--- config.mk ---
export PLATFORM = sky130hd
export DESIGN_NAME = sorted_priority_queue
export DESIGN_NICKNAME = d
export VERILOG_FILES = /design/src/hdl/spq_pkg.sv /design/src/hdl/spq_cell.sv /design/src/hdl/sorted_priority_queue.sv
export SDC_FILE = /design/constraint.sdc
export NUM_CORES = 2
export LEC_CHECK = 0
export BUFFER_PORTS_ARGS = -buffer_cell sky130_fd_sc_hd__clkbuf_2
export CELL_PAD_IN_SITES_DETAIL_PLACEMENT = 1
export CELL_PAD_IN_SITES_GLOBAL_PLACEMENT = 2
export CORE_ASPECT_RATIO = 1.4
export CORE_MARGIN = 2
export CORE_UTILIZATION = 46
export CTS_CLUSTER_DIAMETER = 60
export DETAILED_ROUTE_END_ITERATION = 6
export PLACE_DENSITY_LB_ADDON = 0.05
export SYNTH_ARGS = -nofsm -noshare
export SYNTH_HDL_FRONTEND = slang
export SYNTH_HIERARCHICAL = 1
export SYNTH_SLANG_ARGS = --single-unit
export TNS_END_PERCENT = 1
--- constraint.sdc ---
create_clock -name clk_i -period 13.54 [get_ports clk_i]
set_input_delay 1.354 -clock clk_i [delete_from_list [all_inputs] [get_ports clk_i]]
set_output_delay 1.354 -clock clk_i [all_outputs]
set_load 0.01 [all_outputs]
--- src/hdl/spq_pkg.sv ---
package spq_pkg;

  localparam int unsigned CfgW          = 5;
  localparam int unsigned FreeW         = 5;
  localparam int unsigned ReqW          = 2;
  localparam int unsigned StatW         = 2;
  localparam int unsigned DefDepth      = 16;
  localparam int unsigned DefKeyW       = 16;
  localparam int unsigned DefPayloadW   = 32;
  localparam logic [CfgW-1:0] CapReset  = 5'd16;

  typedef enum logic [ReqW-1:0] {
    REQ_PUSH = 2'd0,
    REQ_POP  = 2'd1,
    REQ_PEEK = 2'd2,
    REQ_NOP  = 2'd3
  } req_e;

  typedef enum logic [StatW-1:0] {
    ST_OK    = 2'd0,
    ST_FULL  = 2'd1,
    ST_EMPTY = 2'd2,
    ST_RSVD  = 2'd3
  } status_e;

  // Per-cycle command broadcast to every cell of the chain.
  typedef struct packed {
    logic push;   // insert new entry in key order
    logic pop;    // shift chain toward the head
  } cell_op_t;

endpackage

--- src/hdl/spq_cell.sv ---
module spq_cell
  import spq_pkg::*;
#(
  parameter int unsigned KEY_WIDTH     = DefKeyW,
  parameter int unsigned PAYLOAD_WIDTH = DefPayloadW
) (
  input  logic                     clk_i,
  input  cell_op_t                 op_i,
  input  logic                     occupied_i,
  input  logic [KEY_WIDTH-1:0]     new_key_i,
  input  logic [PAYLOAD_WIDTH-1:0] new_payload_i,
  input  logic                     left_ge_i,
  input  logic [KEY_WIDTH-1:0]     left_key_i,
  input  logic [PAYLOAD_WIDTH-1:0] left_payload_i,
  input  logic [KEY_WIDTH-1:0]     right_key_i,
  input  logic [PAYLOAD_WIDTH-1:0] right_payload_i,
  output logic                     ge_o,
  output logic [KEY_WIDTH-1:0]     key_o,
  output logic [PAYLOAD_WIDTH-1:0] payload_o
);

  logic [KEY_WIDTH-1:0]     key_q, key_d;
  logic [PAYLOAD_WIDTH-1:0] payload_q, payload_d;

  // ge stays set for the leading run of entries that outrank or tie the new key
  assign ge_o = occupied_i && (key_q >= new_key_i);

  always_comb begin
    key_d     = key_q;
    payload_d = payload_q;
    if (op_i.push) begin
      if (!ge_o) begin
        if (left_ge_i) begin
          key_d     = new_key_i;
          payload_d = new_payload_i;
        end else begin
          key_d     = left_key_i;
          payload_d = left_payload_i;
        end
      end
    end else if (op_i.pop) begin
      key_d     = right_key_i;
      payload_d = right_payload_i;
    end
  end

  always_ff @(posedge clk_i) begin
    key_q     <= key_d;
    payload_q <= payload_d;
  end

  assign key_o     = key_q;
  assign payload_o = payload_q;

endmodule

--- src/hdl/sorted_priority_queue.sv ---
// Sorted priority queue built as a chain of compare-and-shift cells.
// Requests arrive on the s_axis channel: tuser carries the request kind
// (push, pop, peek), tdata the key and payload of a push. Each accepted
// beat yields exactly one result beat on m_axis: tuser is the status
// (ok, full, empty), tdata the head key and payload for a successful pop
// or peek (zero otherwise), the free slot count and the empty flag.
// The cfg channel writes the capacity register; it is always ready. The user
// must see that it is written only while the queue is quiet; the block itself
// does not enforce it. The result is registered in the cycle after a request
// is accepted. Every cell compares the new key against its own entry in the
// same cycle and takes its neighbor's entry, so one request is taken per
// cycle, bounded only by the result register draining. While the result
// register is full and m_axis_tready is low, s_axis_tready is low and the
// queue holds. Reset empties the queue and sets the capacity to 16; cell
// contents are not cleared, as only occupied cells are ever read.
module sorted_priority_queue
  import spq_pkg::*;
#(
  parameter int unsigned DEPTH         = DefDepth,
  parameter int unsigned KEY_WIDTH     = DefKeyW,
  parameter int unsigned PAYLOAD_WIDTH = DefPayloadW
) (
  input  logic clk_i,
  input  logic rst_ni,

  input  logic                cfg_valid_i,
  output logic                cfg_ready_o,
  input  logic [CfgW-1:0]     cfg_data_i,

  input  logic                s_axis_tvalid,
  output logic                s_axis_tready,
  // lsb up: priority_key, payload, zero fill
  input  logic [((KEY_WIDTH + PAYLOAD_WIDTH + 7) / 8) * 8 - 1:0] s_axis_tdata,
  // req_type
  input  logic [ReqW-1:0]     s_axis_tuser,

  output logic                m_axis_tvalid,
  input  logic                m_axis_tready,
  // lsb up: out_key, out_payload, free_slots, is_empty, zero fill
  output logic [((KEY_WIDTH + PAYLOAD_WIDTH + FreeW + 1 + 7) / 8) * 8 - 1:0] m_axis_tdata,
  // status
  output logic [StatW-1:0]    m_axis_tuser
);

  localparam int unsigned InRawW   = KEY_WIDTH + PAYLOAD_WIDTH;
  localparam int unsigned InDataW  = ((InRawW + 7) / 8) * 8;
  localparam int unsigned OutRawW  = KEY_WIDTH + PAYLOAD_WIDTH + FreeW + 1;
  localparam int unsigned OutDataW = ((OutRawW + 7) / 8) * 8;
  localparam int unsigned CntW     = $clog2(DEPTH + 1);
  localparam int unsigned CW       = (CntW > CfgW) ? CntW : CfgW;

  logic [CfgW-1:0] cap_q;
  logic [CntW-1:0] count_q, count_d;

  logic                     out_valid_q;
  status_e                  out_status_q, status_c;
  logic [KEY_WIDTH-1:0]     out_key_q, okey_c;
  logic [PAYLOAD_WIDTH-1:0] out_pay_q, opay_c;
  logic [FreeW-1:0]         out_free_q, free_c;
  logic                     out_empty_q;

  logic                     in_fire;
  req_e                     req;
  logic [KEY_WIDTH-1:0]     in_key;
  logic [PAYLOAD_WIDTH-1:0] in_pay;
  logic [CW-1:0]            eff_cap, count_ext, countn_ext;
  logic                     push_ok, head_ok;
  cell_op_t                 op;

  logic [KEY_WIDTH-1:0]     cell_key [DEPTH];
  logic [PAYLOAD_WIDTH-1:0] cell_pay [DEPTH];
  logic [DEPTH-1:0]         cell_ge;

  assign cfg_ready_o   = 1'b1;
  assign s_axis_tready = !out_valid_q || m_axis_tready;
  assign in_fire       = s_axis_tvalid && s_axis_tready;

  assign req    = req_e'(s_axis_tuser);
  assign in_key = s_axis_tdata[KEY_WIDTH-1:0];
  assign in_pay = s_axis_tdata[KEY_WIDTH +: PAYLOAD_WIDTH];

  // capacity clamped to 1..DEPTH
  always_comb begin
    eff_cap = CW'(cap_q);
    if (eff_cap == '0) begin
      eff_cap = CW'(1);
    end else if (eff_cap > CW'(DEPTH)) begin
      eff_cap = CW'(DEPTH);
    end
  end

  assign count_ext = CW'(count_q);
  assign push_ok   = (count_ext < eff_cap);
  assign head_ok   = (count_q != '0);

  always_comb begin
    op        = '0;
    count_d   = count_q;
    status_c  = ST_OK;
    okey_c    = '0;
    opay_c    = '0;
    case (req)
      REQ_PUSH: begin
        if (push_ok) begin
          op.push = in_fire;
          count_d = count_q + CntW'(1);
        end else begin
          status_c = ST_FULL;
        end
      end
      REQ_POP, REQ_PEEK: begin
        if (head_ok) begin
          okey_c = cell_key[0];
          opay_c = cell_pay[0];
          if (req == REQ_POP) begin
            op.pop  = in_fire;
            count_d = count_q - CntW'(1);
          end
        end else begin
          status_c = ST_EMPTY;
        end
      end
      default: begin
      end
    endcase
  end

  assign countn_ext = CW'(count_d);
  assign free_c     = (eff_cap > countn_ext) ? FreeW'(eff_cap - countn_ext) : '0;

  for (genvar g = 0; g < DEPTH; g++) begin : g_cell
    logic                     left_ge;
    logic [KEY_WIDTH-1:0]     left_key, right_key;
    logic [PAYLOAD_WIDTH-1:0] left_pay, right_pay;
    logic                     occ;

    assign occ = (CW'(g) < count_ext);

    if (g == 0) begin : g_head
      assign left_ge  = 1'b1;
      assign left_key = in_key;
      assign left_pay = in_pay;
    end else begin : g_body
      assign left_ge  = cell_ge[g-1];
      assign left_key = cell_key[g-1];
      assign left_pay = cell_pay[g-1];
    end

    if (g == DEPTH - 1) begin : g_tail
      assign right_key = cell_key[g];
      assign right_pay = cell_pay[g];
    end else begin : g_mid
      assign right_key = cell_key[g+1];
      assign right_pay = cell_pay[g+1];
    end

    spq_cell #(
      .KEY_WIDTH     (KEY_WIDTH),
      .PAYLOAD_WIDTH (PAYLOAD_WIDTH)
    ) u_cell (
      .clk_i           (clk_i),
      .op_i            (op),
      .occupied_i      (occ),
      .new_key_i       (in_key),
      .new_payload_i   (in_pay),
      .left_ge_i       (left_ge),
      .left_key_i      (left_key),
      .left_payload_i  (left_pay),
      .right_key_i     (right_key),
      .right_payload_i (right_pay),
      .ge_o            (cell_ge[g]),
      .key_o           (cell_key[g]),
      .payload_o       (cell_pay[g])
    );
  end

  always_ff @(posedge clk_i or negedge rst_ni) begin
    if (!rst_ni) begin
      cap_q       <= CapReset;
      count_q     <= '0;
      out_valid_q <= 1'b0;
    end else begin
      if (cfg_valid_i) begin
        cap_q <= cfg_data_i;
      end
      if (in_fire) begin
        count_q     <= count_d;
        out_valid_q <= 1'b1;
      end else if (m_axis_tready) begin
        out_valid_q <= 1'b0;
      end
    end
  end

  always_ff @(posedge clk_i) begin
    if (in_fire) begin
      out_status_q <= status_c;
      out_key_q    <= okey_c;
      out_pay_q    <= opay_c;
      out_free_q   <= free_c;
      out_empty_q  <= (count_d == '0);
    end
  end

  assign m_axis_tvalid = out_valid_q;
  assign m_axis_tuser  = out_status_q;
  assign m_axis_tdata  = OutDataW'({out_empty_q, out_free_q, out_pay_q, out_key_q});

  logic unused_in;
  assign unused_in = ^s_axis_tdata[InDataW-1 -: (InDataW - InRawW + 1)] ^ cell_ge[DEPTH-1];

  a_count_bound: assert property (@(posedge clk_i) disable iff (!rst_ni)
    CW'(count_q) <= CW'(DEPTH))
    else $error("entry count above depth");

  a_full_holds: assert property (@(posedge clk_i) disable iff (!rst_ni)
    (in_fire && req == REQ_PUSH && !push_ok) |=> $stable(count_q))
    else $error("refused push changed count");

  a_pop_dec: assert property (@(posedge clk_i) disable iff (!rst_ni)
    (in_fire && req == REQ_POP && head_ok) |=> (count_q == $past(count_q) - CntW'(1)))
    else $error("pop did not remove one entry");

  a_empty_zero: assert property (@(posedge clk_i) disable iff (!rst_ni)
    (out_valid_q && out_status_q == ST_EMPTY) |-> (out_key_q == '0 && out_empty_q))
    else $error("empty result carries data");

endmodule
==> results.md <==
* Status: complete, no violations
* Drt first pass iters at 7
* # setup viols final at 0
* Vias in the first global route at 37300
* Die area at 110000 sq um
* Commonest non-fill, non-tap cell in the layout: a21oi_1
* CTS sink cnt at approximately 840
* Initial core utilization at 46.2%
* CP arrival at 6690 ps
* Mapped Avg Cell Area at approximately 11 sq um
* GRT Util Overall at between 20% and 30%
* Period minus WS final at between 6000 and 7000 ps
* GPL Wtd Cong at 0.794
* Final WS setup at around 7000 ps
* Core Area at ~110000 sq um
* Root Driver: clkbuf_16
* First-pass GRT wire length at approximately 220000 um
* Num ports at 121
* Via Count at ~35000
* DRT Wirelength at 144000 um
* HPWL Detailed at between 90000 and 100000 um
* Crit. End Element: flop
* Util after Layout at between 50 and 60%
* Slew Viols, Final at 0
* Routed WL per cell at ~24 um
* Num rows at ~140
* Share of cells above drive strength 1 at 8.25%
* LEAKAGE at ~0.021 uW
* Port Buffers at roughly 120
* Post-CTS Setup Inserts at 0
* Total CTS buffers at about 90
* Clock buffer depth at 3
* Worst-Margin Slew at ~1200 ps
* Clock Latency Late Sink at 690 ps
* Layout Cell Area excl Fill at ~54000 sq um
* Die Ht at ~390 um
* Clk_skew at between 20 and 25 ps
* Area Growth Syn to Fin at 9.22%
* Post-Route Setup TNS at 0 ps
* Most frequent cells in the layout: 846 x a21oi_1, 842 x nor2_1, 824 x edfxtp_1
* Maximum vdd drop at approximately 0.11 mV
* N_diodes at 0
* Pwr Density at 143 nW/um^2
* CP max FO at about 270
* CP Launch Type: flop
* Mapped Area at 49300 sq um
* DP Area at 50900 sq um
* Post-cts gate resize count at 0
* Gate Count Post-Synth at about 4600
* Worst-path clk slew at 60 ps
* Setup slack after placement at just under 7000 ps
* TritonCTS clock tree: yes
* Largest net degree at the start of global routing at 274
* CP required at between 10000 and 15000 ps
* Hold buffer count at cts at 0
* Grt ovf at 0
* DRC viols at 0
* Via density at just under 6
* Final Hold Viols at 0
* Die X-Extent at about 280 um
* Post-route ant nets at 0
* Number of max-cap violations at 0
* Synth warnings at 6
* Worst relative slew slack at 20.6%
* Initial antenna violation count at 2
* Final Net Count at between 4000 and 5000
* Achievable Freq at roughly 0.16 GHz
* Fill cell count at between 10000 and 15000
* Hold crit path type: reg2reg
* CP Class: reg2reg
* H-Tree Depth at 3
* Iter 0 DRT Violations at approximately 2000
* Crit share post-route at roughly 47%
* RSZ-0062 raised after global routing: no
worst max-delay path: stages, from the launching register on:
cell and delay, ps:
dfrtp_1 670, ha_1 370, a21o_1 200, a21oi_1 320
o21a_1 280, and3_4 570, buf_4 670, buf_12 650
buf_4 720, buf_12 730, a21oi_1 180
per-stage QoR:
stage               hold WS, ps  cells  power, uW
floorplan                   499   4589       4630
global placement            510   5836       5180
detailed placement          537   5836       5220
CTS                         512   5997       7770
global route                555   5997       8040
finish                      537   5997       7690
report_power, final:
group          internal [uW]  switching (uW)
Clock                   1430            1100
Sequential              3130             135
Combinational            687            1200
Total                   5250            2440
metal layers:
metal	vias up	GRT usage, %	wire (um)
met5	-	0	14
met4	2	7.67	3650
met3	181	2.26	3540
met2	447	48.4	76100
met1	18000	32.7	60700
li1	16600	-	-
sequential cells by signal, indices dropped and copies added, names as in the netlist:
| register | cells |
|---|---|
| out_key_q | 16 |
| g_cell.u_cell/key_o | 256 |
| cap_q | 5 |
| count_ext | 5 |
| out_free_q | 5 |
| out_pay_q | 32 |
| m_axis_tvalid | 1 |
| out_empty_q | 1 |
| g_cell.u_cell/payload_o | 512 |
| m_axis_tuser | 2 |
final timing paths:
check / start / end / slack, ps / cells after the start
min reg2reg: cap_q[0] / cap_q[0] / 540 / 1
max in group asynchronous: rst_ni / cap_q[4] / 12680 / 1
max: count_ext[3] / g_cell[15].u_cell/payload_o[2] / 7210 / 10
min: cap_q[0] / cap_q[0] / 540 / 1
max reg2reg: count_ext[3] / g_cell[15].u_cell/payload_o[2] / 7210 / 10
min in group asynchronous: rst_ni / count_ext[3] / 560 / 1
layout make-up:
| class | instances | area (sq um) | share of cell area [%] |
|---|---|---|---|
| repair buffers | 178 | 1090 | 2.03 |
| multi-input cells | 3170 | 22000 | 40.9 |
| well taps | 1368 | 1710 | 3.18 |
| flip-flops and latches | 835 | 25000 | 46.5 |
| clock buffers | 110 | 2390 | 4.44 |
| inverters | 285 | 1070 | 1.99 |
| clock inverters | 51 | 508 | 0.944 |
(Power assumes the default switching activity.)
